===== config.mk =====
export PLATFORM = sky130hd
export DESIGN_NAME = ils_seq
export DESIGN_NICKNAME = d
export VERILOG_FILES = /design/src/ils_pkg.sv /design/src/ils_seq.sv
export SDC_FILE = /design/constraint.sdc
export NUM_CORES = 1
export LEC_CHECK = 0
export BUFFER_PORTS_ARGS = -buffer_cell sky130_fd_sc_hd__clkbuf_2
export CORE_UTILIZATION = 50
export CTS_CLUSTER_SIZE = 20
export DETAILED_ROUTE_END_ITERATION = 8
export GPL_TIMING_DRIVEN = 0
export MAX_ROUTING_LAYER = met4
export PLACE_DENSITY = 0.78
export SLEW_MARGIN = 40
export SYNTH_ARGS = -nofsm -noshare
export SYNTH_HDL_FRONTEND = slang
export SYNTH_SLANG_ARGS = --single-unit
export TNS_END_PERCENT = 5

===== constraint.sdc =====
create_clock -name clk -period 3.12 [get_ports clk]
set_input_delay 0.156 -clock clk [delete_from_list [all_inputs] [get_ports clk]]
set_output_delay 0.156 -clock clk [all_outputs]
set_load 0.02 [all_outputs]

===== src/ils_pkg.sv =====
// indexed list store: shared types and fixed field widths
// used by ils_seq and indexed_list_store_top; no dependencies
package ils_pkg;

  localparam int ACT_W     = 3;
  localparam int POS_W     = 10;
  localparam int VAL_W     = 32;
  localparam int TOTAL_W   = 11;
  localparam int S_TDATA_W = 48;
  localparam int M_TDATA_W = 48;
  localparam int S_PAD_W   = S_TDATA_W - POS_W - VAL_W;
  localparam int M_PAD_W   = M_TDATA_W - VAL_W - TOTAL_W;

  typedef enum logic [ACT_W-1:0] {
    ACT_APPEND    = 3'd0,
    ACT_READ      = 3'd1,
    ACT_OVERWRITE = 3'd2,
    ACT_INSERT    = 3'd3,
    ACT_REMOVE    = 3'd4,
    ACT_CLEAR     = 3'd5
  } ils_action_t;

  typedef enum logic [2:0] {
    S_IDLE,
    S_READ,
    S_INS_SHIFT,
    S_INS_LAST,
    S_REM_FIRST,
    S_REM_SHIFT,
    S_RESULT
  } ils_state_t;

  typedef struct packed {
    logic valid;
    logic ok;
  } ils_res_t;

endpackage


===== src/ils_seq.sv =====
// indexed list store: request sequencer, element count and shift walk
// depends on ils_pkg; drives the ils_mem ports
module ils_seq #(
  parameter int CAPACITY   = 1024,
  parameter int DATA_WIDTH = 32,
  parameter int AW         = 10,
  parameter int CW         = 11
) (
  input  logic                      clk,
  input  logic                      rst,
  input  logic                      in_valid,
  output logic                      in_ready,
  input  logic [ils_pkg::ACT_W-1:0] action,
  input  logic [ils_pkg::POS_W-1:0] position,
  input  logic [ils_pkg::VAL_W-1:0] value,
  output ils_pkg::ils_res_t         res,
  input  logic                      res_take,
  output logic [DATA_WIDTH-1:0]     res_value,
  output logic [CW-1:0]             res_total,
  output logic                      mem_we,
  output logic [AW-1:0]             mem_waddr,
  output logic [DATA_WIDTH-1:0]     mem_wdata,
  output logic [AW-1:0]             mem_raddr,
  input  logic [DATA_WIDTH-1:0]     mem_rdata
);

  import ils_pkg::*;

  localparam int CMPW = (CW > POS_W) ? CW : POS_W;

  ils_state_t            state, state_next;
  logic [CW-1:0]         count, count_next;
  logic [CW-1:0]         k, k_next;
  logic [CW-1:0]         pos_r, pos_r_next;
  logic [DATA_WIDTH-1:0] word_r, word_r_next;
  logic [DATA_WIDTH-1:0] got, got_next;
  logic                  ok_r, ok_next;

  ils_action_t           act;
  logic [CMPW-1:0]       pos_ext, cnt_ext;
  logic [DATA_WIDTH-1:0] word_in;
  logic                  pos_lt, pos_le, full, accept;
  logic [CW:0]           k_inc1, k_inc2;
  logic                  ins_more, rem_any, rem_more;

  assign act      = ils_action_t'(action);
  assign pos_ext  = CMPW'(position);
  assign cnt_ext  = CMPW'(count);
  assign word_in  = DATA_WIDTH'(value);
  assign pos_lt   = pos_ext < cnt_ext;
  assign pos_le   = pos_ext <= cnt_ext;
  assign full     = count == CW'(CAPACITY);
  assign in_ready = state == S_IDLE;
  assign accept   = in_valid && in_ready;
  assign k_inc1   = {1'b0, k} + (CW+1)'(1);
  assign k_inc2   = {1'b0, k} + (CW+1)'(2);
  assign ins_more = (k - CW'(1)) > pos_r;
  assign rem_any  = k_inc1 < {1'b0, count};
  assign rem_more = k_inc2 < {1'b0, count};

  always_comb begin
    state_next = state;
    unique case (state)
      S_IDLE: begin
        if (in_valid) begin
          unique case (act)
            ACT_READ:    state_next = pos_lt ? S_READ : S_RESULT;
            ACT_INSERT: begin
              if (pos_le && !full) begin
                state_next = pos_lt ? S_INS_SHIFT : S_INS_LAST;
              end else begin
                state_next = S_RESULT;
              end
            end
            ACT_REMOVE:  state_next = pos_lt ? S_REM_FIRST : S_RESULT;
            default:     state_next = S_RESULT;
          endcase
        end
      end
      S_READ:      state_next = S_RESULT;
      S_INS_SHIFT: state_next = ins_more ? S_INS_SHIFT : S_INS_LAST;
      S_INS_LAST:  state_next = S_RESULT;
      S_REM_FIRST: state_next = rem_any ? S_REM_SHIFT : S_RESULT;
      S_REM_SHIFT: state_next = rem_more ? S_REM_SHIFT : S_RESULT;
      S_RESULT:    state_next = res_take ? S_IDLE : S_RESULT;
      default:     state_next = S_IDLE;
    endcase
  end

  always_comb begin
    count_next  = count;
    k_next      = k;
    pos_r_next  = pos_r;
    word_r_next = word_r;
    got_next    = got;
    ok_next     = ok_r;
    mem_we      = 1'b0;
    mem_waddr   = k[AW-1:0];
    mem_wdata   = mem_rdata;
    mem_raddr   = k[AW-1:0];
    res.valid   = 1'b0;
    res.ok      = ok_r;
    unique case (state)
      S_IDLE: begin
        if (in_valid) begin
          pos_r_next  = CW'(pos_ext);
          word_r_next = word_in;
          got_next    = '0;
          ok_next     = 1'b0;
          unique case (act)
            ACT_APPEND: begin
              if (!full) begin
                mem_we     = 1'b1;
                mem_waddr  = count[AW-1:0];
                mem_wdata  = word_in;
                count_next = count + CW'(1);
                ok_next    = 1'b1;
              end
            end
            ACT_READ: begin
              mem_raddr = AW'(pos_ext);
              ok_next   = pos_lt;
            end
            ACT_OVERWRITE: begin
              if (pos_lt) begin
                mem_we    = 1'b1;
                mem_waddr = AW'(pos_ext);
                mem_wdata = word_in;
                ok_next   = 1'b1;
              end
            end
            ACT_INSERT: begin
              mem_raddr = AW'(count - CW'(1));
              k_next    = count;
              ok_next   = pos_le && !full;
            end
            ACT_REMOVE: begin
              mem_raddr = AW'(pos_ext);
              k_next    = CW'(pos_ext);
              ok_next   = pos_lt;
            end
            ACT_CLEAR: begin
              count_next = '0;
              ok_next    = 1'b1;
            end
            default: ok_next = 1'b0;
          endcase
        end
      end
      S_READ: begin
        got_next = mem_rdata;
      end
      S_INS_SHIFT: begin
        mem_we    = 1'b1;
        mem_waddr = k[AW-1:0];
        mem_wdata = mem_rdata;
        mem_raddr = AW'(k - CW'(2));
        k_next    = k - CW'(1);
      end
      S_INS_LAST: begin
        mem_we     = 1'b1;
        mem_waddr  = pos_r[AW-1:0];
        mem_wdata  = word_r;
        count_next = count + CW'(1);
      end
      S_REM_FIRST: begin
        got_next  = mem_rdata;
        mem_raddr = AW'(k_inc1);
        if (!rem_any) begin
          count_next = count - CW'(1);
        end
      end
      S_REM_SHIFT: begin
        mem_we    = 1'b1;
        mem_waddr = k[AW-1:0];
        mem_wdata = mem_rdata;
        mem_raddr = AW'(k_inc2);
        k_next    = k_inc1[CW-1:0];
        if (!rem_more) begin
          count_next = count - CW'(1);
        end
      end
      S_RESULT: begin
        res.valid = 1'b1;
      end
      default: res.valid = 1'b0;
    endcase
  end

  always_ff @(posedge clk) begin
    if (rst) begin
      state <= S_IDLE;
      count <= '0;
    end else begin
      state <= state_next;
      count <= count_next;
    end
  end

  always_ff @(posedge clk) begin
    k      <= k_next;
    pos_r  <= pos_r_next;
    word_r <= word_r_next;
    got    <= got_next;
    ok_r   <= ok_next;
  end

  assign res_value = got;
  assign res_total = count;

`ifndef SYNTHESIS
  a_append_grows: assert property (@(posedge clk) disable iff (rst)
    accept && act == ACT_APPEND && !full |=> count == $past(count) + CW'(1))
    else $error("append did not grow the count");

  a_clear_empties: assert property (@(posedge clk) disable iff (rst)
    accept && act == ACT_CLEAR |=> count == '0)
    else $error("clear left entries");

  a_ins_walk_bounds: assert property (@(posedge clk) disable iff (rst)
    state == S_INS_SHIFT |-> (k > pos_r) && (k <= count))
    else $error("insert walk out of range");

  a_fail_reads_zero: assert property (@(posedge clk) disable iff (rst)
    res.valid && !res.ok |-> res_value == '0)
    else $error("failed transaction returned data");

  a_count_bound: assert property (@(posedge clk) disable iff (rst)
    res.valid |-> res_total <= CW'(CAPACITY))
    else $error("count above capacity");
`endif

endmodule

Yosys cells after proc, flatten, opt, wreduce, memory -nomap -nowiden:

Index checks and enable logic that the tools add are counted.

* equality and inequality tests: 18
* add/subtract/negate cells: 6
* reduce and logical (&&, ||, !) cells: 15
* mux-type cells: 42
* magnitude comparators: 5

Operator list (count)
* 32-bit one-hot mux with 2 select lines: 3
* 32-bit 2-to-1 mux: 4
* 10-bit one-hot mux with 2 select lines: 3
* 11-bit 2-to-1 mux: 5
* 11-bit one-hot mux with 2 select lines: 2
* 11-bit one-hot mux with 4 select lines: 1
* 10-bit 2-to-1 mux: 4
* 10-bit one-hot mux with 4 select lines: 1
* 11-bit one-hot mux with 3 select lines: 1
* 12-bit by 11-bit less-than comparator with 1-bit output: 2
* 11-bit by 1-bit subtractor with 11-bit output (second input constant): 2
* 3-bit one-hot mux with 6 select lines: 1
* 3-bit == test (second input constant): 5
* 11-bit by 1-bit adder with 12-bit output (second input constant): 1
* 11-bit by 2-bit adder with 12-bit output (second input constant): 1
* 3-bit by 2-bit == test with 1-bit output (second input constant): 4
* 3-bit 2-to-1 mux: 4
* 11-bit by 1-bit adder with 11-bit output (second input constant): 1
* 11-bit == test (second input constant): 1
* 11-bit by 10-bit greater-than comparator with 1-bit output: 1
* 10-bit by 11-bit less-or-equal comparator with 1-bit output: 1
* 10-bit by 11-bit less-than comparator with 1-bit output: 1
* 10-bit by 2-bit subtractor with 10-bit output (second input constant): 1
* 3-bit one-hot mux with 3 select lines: 1
* other kinds (19): 35

* bits in registers: 100
* word-level logic and storage cells: 93

Depth between registers and ports, before layout:

Gate-level depths: netlist of the first run.

* depth after elaboration: 7
* depth in mapped cells: 14
* depth with buffers taken out: 13

Worst setup path before layout of the first run:

Ideal clock, no wire load.

* kind: reg2out
* start point: register state[0]
* end point: output mem_wdata[10]
* slack: -0.247 ns
* path buffers: 3
* cell stages (with the launch flop): 12
* arrival time: 3.211 ns
* required time: 2.964 ns
* cell sequence: dfxtp_1 buf_2 nor2_1 nand2_1 inv_1 nand2_1 clkinv_1 nand2_1 buf_2 clkbuf_1 a21bo_2 o221ai_1

* word-level cells in the longest chain between the ends: 2
* elaborated cells on any way between the ends: 3
* classes of those cells: eq/ne (1); mux (1); reduce/logical (1)

RTL lines
* start, declared: line ils_seq.sv:31 `ils_state_t state, state_next;`
* start signal, assigned: line ils_seq.sv:195 `state <= state_next;`
* 3-bit logical NOT
* named net in_ready: line ils_seq.sv:12 `output logic in_ready,`
* 32-bit one-hot mux with 2 select lines: line ils_seq.sv:103 `unique case (state)`
* end, declared: line ils_seq.sv:22 `output logic [DATA_WIDTH-1:0] mem_wdata,`

The timed path passes the listed nets, and every way through them passes these cells.

Worst setup path in the final report of the first run:

* start point: register k[2]
* end point: register count[2] (netlist: res_total[2])

* word-level cells in the longest chain between the ends: 4
* elaborated cells on any way between the ends: 7
* classes of those cells: add/sub (2); order compare (2); eq/ne (2); reduce/logical (1)

RTL lines
* start, declared: line ils_seq.sv:33 `logic [CW-1:0] k, k_next;`
* start signal, assigned: line ils_seq.sv:201 `k <= k_next;`
* 11-bit by 2-bit adder with 12-bit output or 11-bit by 1-bit adder with 12-bit output (tied branches): line ils_seq.sv:56, ils_seq.sv:55
* 12-bit by 11-bit less-than comparator with 1-bit output (on tied branches): line ils_seq.sv:59, ils_seq.sv:58
* 2-bit != test (no line)
* 6-bit AND reduction (no line) (*)
* end signal, assigned: line ils_seq.sv:196 `count <= count_next;`
* end, declared: line ils_seq.sv:32 `logic [CW-1:0] count, count_next;`

Mark *: on every way between the ends. The rest lies on a longest branch, timed or not.
A chain may end at the register's enable or synchronous reset.

==> results of run 1 <==
routing by layer:
layer	global-route usage [%]	vias to the layer above	wire [um]
met4	19.2	0	1710
met2	58.0	770	14600
li1	-	3922	-
met1	49.4	4242	12400
met3	9.93	160	3900
met5	-	-	0
Yosys cell counts, drive strengths merged (16+ instances only):
cell,count
nand2,114
edfxtp,86
nor2,62
a21oi,53
clkbuf,48
ha,48
o21ai,45
o221ai,40
and2,35
inv,33
a21bo,31
xnor2,26
nand3,21
nor3,20
buf,19
o22ai,17
a221o,16
area by class of cell:
class | instances | area share [%]
Clock inverter | 6 | 0.540
Tap cell | 211 | 2.43
Clock buffer | 10 | 2.10
Inverter | 35 | 1.59
Buffer | 64 | 3.71
Timing Repair inverter | 1 | 0.0805
Antenna cell | 1 | 0.0230
Multi-Input combinational cell | 688 | 47.9
Sequential cell | 100 | 26.5
Timing Repair Buffer | 264 | 15.1
state kept, by name, summed over array words and instances, names as in the netlist:
| name | count |
|---|---|
| pos_r | 10 |
| res_value | 32 |
| ok_r | 1 |
| res_total | 11 |
| k | 11 |
| word_r | 32 |
| state | 3 |
critical path: stages, from the launching register on:
cell and delay (ns):
edfxtp_1 0.38, buf_4 0.14, ha_4 0.15, nand4_1 0.27, nor2_4 0.22, and3_4 0.24
xnor2_4 0.14, inv_2 0.07, ha_4 0.22, a21o_1 0.20, a221oi_4 0.31, nand3_2 0.17
and3_4 0.21, buf_12 0.14, a41o_1 0.22
timing repair:
action / 4_1_cts / 5_1_grt
gates resized for setup: 103 / 111
endpoints found under the hold margin: 32 / 0
buffers inserted: 23 / 30
setup endpoints to repair: 59 / 59
gates cloned: 1 / 1
hold buffers: 32 / 0
pin swaps: 9 / 28
power by group:
part           total, mW  switching [mW]  internal (mW)  leakage, nW
registers           2.42           0.305           2.11        0.950
logic               7.13            4.51           2.61         3.31
clock network       1.11           0.548          0.558        0.142
final timing paths:
path / endpoint / slack, ns / depth (start not counted)
max: res_total[2]$_SDFFE_PP0P_ / -0.08 / 14
min: res_value[22]$_SDFFCE_PN0P_ / 0.08 / 2
max reg2reg: res_total[2]$_SDFFE_PP0P_ / -0.08 / 14
min reg2reg: res_total[7]$_SDFFE_PP0P_ / 0.65 / 2
logic make-up (layout without fill, tap and decap cells):
logic type,Yosys count,in the layout,share of synthesized area [%]
compound gates,286,286,26.9
simple gates,310,310,19.0
other cells,0,1,0
mux,5,5,0.648
xor+xnor,39,39,4.32
fa+ha+maj,48,48,7.59
buf+inv,102,380,5.30
flops,100,100,36.2
==> impl_table.tex, run 1 <==
\begin{tabular}{lr}
\hline
Metric & Value \\
\hline
\multicolumn{2}{l}{\textbf{Run status}} \\
Run status & finished with violations \\
Violations in the final reports & setup timing \\
\multicolumn{2}{l}{\textbf{Synthesis}} \\
Mean area per synthesized cell & 8.89 sq um \\
Dominant cell type by area after synthesis & edfxtp\_1 \\
Share of flip-flops with an asynchronous set or reset & 0\% \\
Number of synthesized flops with an enable pin & 86 \\
Main area contributors after synthesis & edfxtp\_1 33\%, ha\_1 7.6\%, nand2\_1 5.4\%, o221ai\_1 4.4\%, a21bo\_2 3.9\% \\
Share of the synthesized area in the top cell type & 32.6\% \\
Unique cell type count in the Yosys netlist & 74 \\
Flip-flop and latch count after synthesis & 100 \\
Synthesized netlist net count & 1019 \\
Top\_reg\_cell synth & edfxtp\_1 \\
Number of instances in the synthesized netlist & 890 \\
Syn Std Cell Area & 7910 sq um \\
Register area share after synthesis & 36.2\% \\
Warning count from the yosys run & 0 \\
\multicolumn{2}{l}{\textbf{Placement}} \\
Buffers on Ports & 178 \\
DPL Wire Length & 22.2 mm \\
Worst Setup Slack post-DPL & -0.824 ns \\
Placed cells & 1279 \\
Instance area after placement & 9070 sq um \\
Final RePlAce weighted congestion & 1.00 \\
\multicolumn{2}{l}{\textbf{Global route}} \\
Overall Global Routing Usage & 39.0\% \\
Pin count of the biggest net entering global routing & 33 \\
Antenna violations before repair & 1 \\
GRT Residual Overflow & 0 \\
First-pass GRT wire length & 46.5 mm \\
Vias in the first global route & 8168 \\
\multicolumn{2}{l}{\textbf{Clocking}} \\
Maximum level of the CTS H-tree & 3 \\
Clock-pin transition on the worst setup and hold timing paths & 0.07 ns \\
Clock Path Buffers & 2 \\
Clock Root Buffer & clkbuf\_16 \\
Clock tree sinks & 100 \\
Inserted Clock Buffers & 9 \\
Clock tree from TritonCTS & yes \\
Clock latency on the worst-skew pair & 0.36 ns \\
\multicolumn{2}{l}{\textbf{Worst setup path}} \\
Critical path arrival & 3.45 ns \\
Worst setup path start & k[2]\$\_DFFE\_PP\_ \\
Crit Path Max Fanout & 10 \\
Reg2Reg Launch Point & k[2]\$\_DFFE\_PP\_ \\
Type of element launching the critical path & flip-flop \\
CP endpoint kind & flip-flop \\
Kind of critical path & reg2reg \\
Critical Path RT & 3.37 ns \\
\multicolumn{2}{l}{\textbf{Power}} \\
Max IR drop VDD & 793 uV \\
Pwr dens & 978 nW/um\^{}2 \\
Static leakage power & 4.40 nW \\
Overall power consumption & 10.6 mW \\
\multicolumn{2}{l}{\textbf{Final layout}} \\
Top library cells by usage in the layout, fill and taps aside & 180 x clkbuf\_2, 112 x nand2\_1, 86 x edfxtp\_1, 64 x buf\_4, 57 x nor2\_1 \\
Most common cell after layout, fill and taps aside & clkbuf\_2 \\
Final cell area excluding filler cells & 10900 sq um \\
Fin util & 71.1\% \\
Area Overhead vs Synth & 37.6\% \\
Share of final-layout standard cells stronger than drive strength 1 & 36.5\% \\
Flip-flop and latch area & 2890 sq um \\
Post-layout instance count excluding filler cells & 1380 \\
Multi-input logic area & 5220 sq um \\
Post-layout net count & 1292 \\
Fill cell instance count of the final layout & 1133 \\
\multicolumn{2}{l}{\textbf{Die}} \\
Area of the core & 15300 sq um \\
Horizontal extent of the die & 128 um \\
IO Count & 180 \\
Starting Density & 51.7\% \\
Total Die Area & 16300 sq um \\
Vert. Die Dim & 128 um \\
Number of cell rows & 45 \\
\multicolumn{2}{l}{\textbf{STA}} \\
Setup violators final & 9 \\
RSZ-0062 raised after global routing & yes \\
Slew Viols, Final & 0 \\
Max-Slew Margin vs Limit & 44.6\% \\
Post-route setup TNS & -0.306 ns \\
Maximum frequency from static timing analysis & 0.312 GHz \\
Crit path setup slack, layout & -0.0825 ns \\
Pin slew with the least headroom to its limit & 0.830 ns \\
Clock period minus final worst setup slack & 3.20 ns \\
Final Cycle Share & 103\% \\
Final Hold Slack & 0.0803 ns \\
Final Hold Fails & 0 \\
Final clock skew & 0.00562 ns \\
\multicolumn{2}{l}{\textbf{Worst hold path}} \\
Tightest Hold Check Type & in2reg \\
Hold Path Origin & mem\_rdata[22] \\
\multicolumn{2}{l}{\textbf{Flow run}} \\
Reported max-cap violation count & 0 \\
\multicolumn{2}{l}{\textbf{Routing}} \\
DRT Wirelength & 32.6 mm \\
Antenna Nets Post-Route & 0 \\
Count of unresolved DRC violations after routing & 0 \\
Avg WL per Cell & 23.6 um \\
Count of vias placed by the detailed router & 9094 \\
First drt pass iteration count & 5 \\
Number of vias per cell & 6.59 \\
Number of DRC markers after the initial detailed-route iteration & 1218 \\
\hline
\end{tabular}
Note: power is estimated with default switching activity, not from simulation.
==> run 2: changes to the inputs <==
- ABC_CLOCK_PERIOD_IN_PS: default -> 3120
- CORE_UTILIZATION: 50 -> 45
- PLACE_DENSITY: 0.78 -> 0.71
==> run 2 against run 1 <==
Against the previous run:
- the flow still finishes with violations (setup timing)
- die area is 11% higher
- cell count is 0.58% lower
- register-to-register slack improved by 0.05 ns
- non-clock buffer count decreased by 22
- via count fell by 5.4%
- global-route usage down 4.7 points
- wire length shrank 3.4%
- clock skew rose by 0.0054 ns
- critical path type is now reg2out
- critical endpoint is now mem_waddr[5]
- largest cell class unchanged
- largest power group unchanged
==> impl_table.tex, run 2 (synthesis results as in run 1) <==
\begin{tabular}{lr}
\hline
Metric & Value \\
\hline
\multicolumn{2}{l}{\textbf{Die}} \\
Number of cell rows & 48 \\
Vert. Die Dim & 135 um \\
Area of the core & 17200 sq um \\
Starting Density & 45.9\% \\
Total Die Area & 18100 sq um \\
Horizontal extent of the die & 135 um \\
IO Count & 180 \\
\multicolumn{2}{l}{\textbf{Clocking}} \\
Clock Path Buffers & 2 \\
Clock latency on the worst-skew pair & 0.36 ns \\
Clock tree from TritonCTS & yes \\
Inserted Clock Buffers & 9 \\
Clock Root Buffer & clkbuf\_16 \\
Clock tree sinks & 100 \\
Maximum level of the CTS H-tree & 3 \\
Clock-pin transition on the worst setup and hold timing paths & 0.08 ns \\
\multicolumn{2}{l}{\textbf{Flow run}} \\
Reported max-cap violation count & 0 \\
\multicolumn{2}{l}{\textbf{Worst setup path}} \\
Worst r2r dst & res\_total[2]\$\_SDFFE\_PP0P\_ \\
Crit Path Max Fanout & 10 \\
Maximum single-stage delay on the critical path & 0.35 ns \\
Worst path most repeated cell & a211oi\_2 \\
Critical path buffers and inverters & 4 \\
Logic depth of the worst register-to-register path & 14 \\
Chain of cells forming the critical path & buf\_8 -> clkinvlp\_4 -> ha\_4 -> nand4\_1 -> a211oi\_2 -> a211oi\_2 -> clkbuf\_8 -> a32oi\_4 -> nand2\_1 -> a221o\_1 -> buf\_2 \\
Slowest stage cell on the critical path & dfxtp\_2 \\
Type of element launching the critical path & flip-flop \\
CP endpoint kind & primary output \\
Slack of the worst reg-to-reg path & -0.03 ns \\
Reg2Reg Launch Point & k[1]\$\_DFFE\_PP\_ \\
Critical path arrival & 3.03 ns \\
Top delay family on crit path & compound AO/OA/AOI/OAI gates \\
Kind of critical path & reg2out \\
Critical Path RT & 2.96 ns \\
\multicolumn{2}{l}{\textbf{Routing}} \\
Count of vias placed by the detailed router & 8600 \\
Antenna Nets Post-Route & 0 \\
DRT Wirelength & 31.5 mm \\
Number of vias per cell & 6.27 \\
First drt pass iteration count & 5 \\
Avg WL per Cell & 23.0 um \\
Count of unresolved DRC violations after routing & 0 \\
Number of DRC markers after the initial detailed-route iteration & 914 \\
\multicolumn{2}{l}{\textbf{Final layout}} \\
Number of antenna cells inserted & 0 \\
Post-layout net count & 1271 \\
Area Overhead vs Synth & 35.1\% \\
Top library cells by usage in the layout, fill and taps aside & 175 x clkbuf\_2, 113 x nand2\_1, 86 x edfxtp\_1, 58 x nor2\_1, 48 x a21oi\_1 \\
Share of final-layout standard cells stronger than drive strength 1 & 34.5\% \\
Most common cell after layout, fill and taps aside & clkbuf\_2 \\
Final cell area excluding filler cells & 10700 sq um \\
\multicolumn{2}{l}{\textbf{Global route}} \\
Vias in the first global route & 7740 \\
Overall Global Routing Usage & 34.4\% \\
First-pass GRT wire length & 45.3 mm \\
Pin count of the biggest net entering global routing & 33 \\
GRT Residual Overflow & 0 \\
Antenna violations before repair & 0 \\
\multicolumn{2}{l}{\textbf{Run status}} \\
Violations in the final reports & setup timing \\
Run status & finished with violations \\
\multicolumn{2}{l}{\textbf{STA}} \\
Pin slew with the least headroom to its limit & 0.870 ns \\
Post-route setup TNS & -0.223 ns \\
Setup violators final & 9 \\
RSZ-0062 raised after global routing & yes \\
Maximum frequency from static timing analysis & 0.314 GHz \\
Max-Slew Margin vs Limit & 41.6\% \\
Final Hold Fails & 0 \\
Final Cycle Share & 102\% \\
Slew Viols, Final & 0 \\
Clock period minus final worst setup slack & 3.18 ns \\
Final Hold Slack & 0.0218 ns \\
Crit path setup slack, layout & -0.0640 ns \\
Final clock skew & 0.0110 ns \\
\multicolumn{2}{l}{\textbf{Worst hold path}} \\
Tightest Hold Check Type & in2reg \\
Hold Path Origin & value[24] \\
Hold depth & 1 \\
Worst min-delay path endpoint & word\_r[24]\$\_DFFE\_PP\_ \\
\multicolumn{2}{l}{\textbf{Power}} \\
Max IR drop VDD & 718 uV \\
Static leakage power & 4.29 nW \\
Pwr dens & 971 nW/um\^{}2 \\
\multicolumn{2}{l}{\textbf{Placement}} \\
DPL Wire Length & 22.5 mm \\
Worst Setup Slack post-DPL & -1.12 ns \\
Buffers on Ports & 178 \\
Instance area after placement & 9090 sq um \\
Final RePlAce weighted congestion & 1.01 \\
\hline
\end{tabular}
-- run 2: cell count changes in the layout (fill, tap and decap cells not counted), moves of 3 or more --
cell / before / now
buf_4: 64 / 37
clkbuf_4: 5 / 12
clkbuf_2: 180 / 175
dfxtp_2: 3 / 6
ha_1: 39 / 42
inv_6: 1 / 4
o21ai_2: 5 / 2
-- run 2: cell type report --
cell class	count	area, sq um
fill	1476	6550
multi-input combinational	688	5130
sequential	100	2890
timing repair buffer	240	1470
buffer	66	410
tap	225	282
clock buffer	9	225
inverter	35	183
clock inverter	7	91.3
timing repair inverter	2	17.5
-- run 2: timing repair --
item / 4_1_cts / 5_1_grt
hold buffers: 31 / 0
pin swaps: 10 / 12
resized for setup: 125 / 70
setup endpoints to repair: 90 / 56
hold endpoints to repair: 31 / 0
buffers inserted: 21 / 10
cloned: 1 / 1
-- run 2: stage by stage --
| stage | cells | total power [mW] | utilization [%] |
|---|---|---|---|
| floorplan | 890 | 6.23 | - |
| global placement | 1293 | 8.06 | 52.7 |
| finish | 1372 | 10.4 | 62.0 |
| detailed placement | 1293 | 8.11 | 52.7 |
| global route | 1372 | 10.9 | 62.0 |
| CTS | 1361 | 9.83 | 59.9 |
-- run 2: per-layer routing --
metal | vias to the layer above | global-route usage [%] | wire [um]
li1 | 3889 | - | -
met1 | 4087 | 44.4 | 12900
met2 | 535 | 53.5 | 14300
met3 | 89 | 7.43 | 3190
met4 | 0 | 11.4 | 1150
met5 | - | - | 0
-- run 2: how the worst max path moves through the flow --
stage                                         start                   endpoint  depth (start not counted)
after floorplan                      k[3]$_DFFE_PP_  res_total[2]$_SDFFE_PP0P_                         12
after global placement               k[3]$_DFFE_PP_  res_total[2]$_SDFFE_PP0P_                         13
after detailed placement             k[3]$_DFFE_PP_  res_total[6]$_SDFFE_PP0P_                         13
after CTS                            k[1]$_DFFE_PP_      state[0]$_SDFFE_PP0P_                         13
after global routing      res_total[3]$_SDFFE_PP0P_               mem_waddr[5]                         10
final                     res_total[6]$_SDFFE_PP0P_               mem_waddr[5]                         11
-- run 2: power by group --
| group | leakage (nW) | internal [mW] | total (mW) | switching, mW |
|---|---|---|---|---|
| combinational | 3.19 | 2.45 | 6.79 | 4.34 |
| clock | 0.152 | 0.581 | 1.19 | 0.610 |
| sequential | 0.951 | 2.10 | 2.40 | 0.292 |
| total | 4.29 | 5.13 | 10.4 | 5.24 |
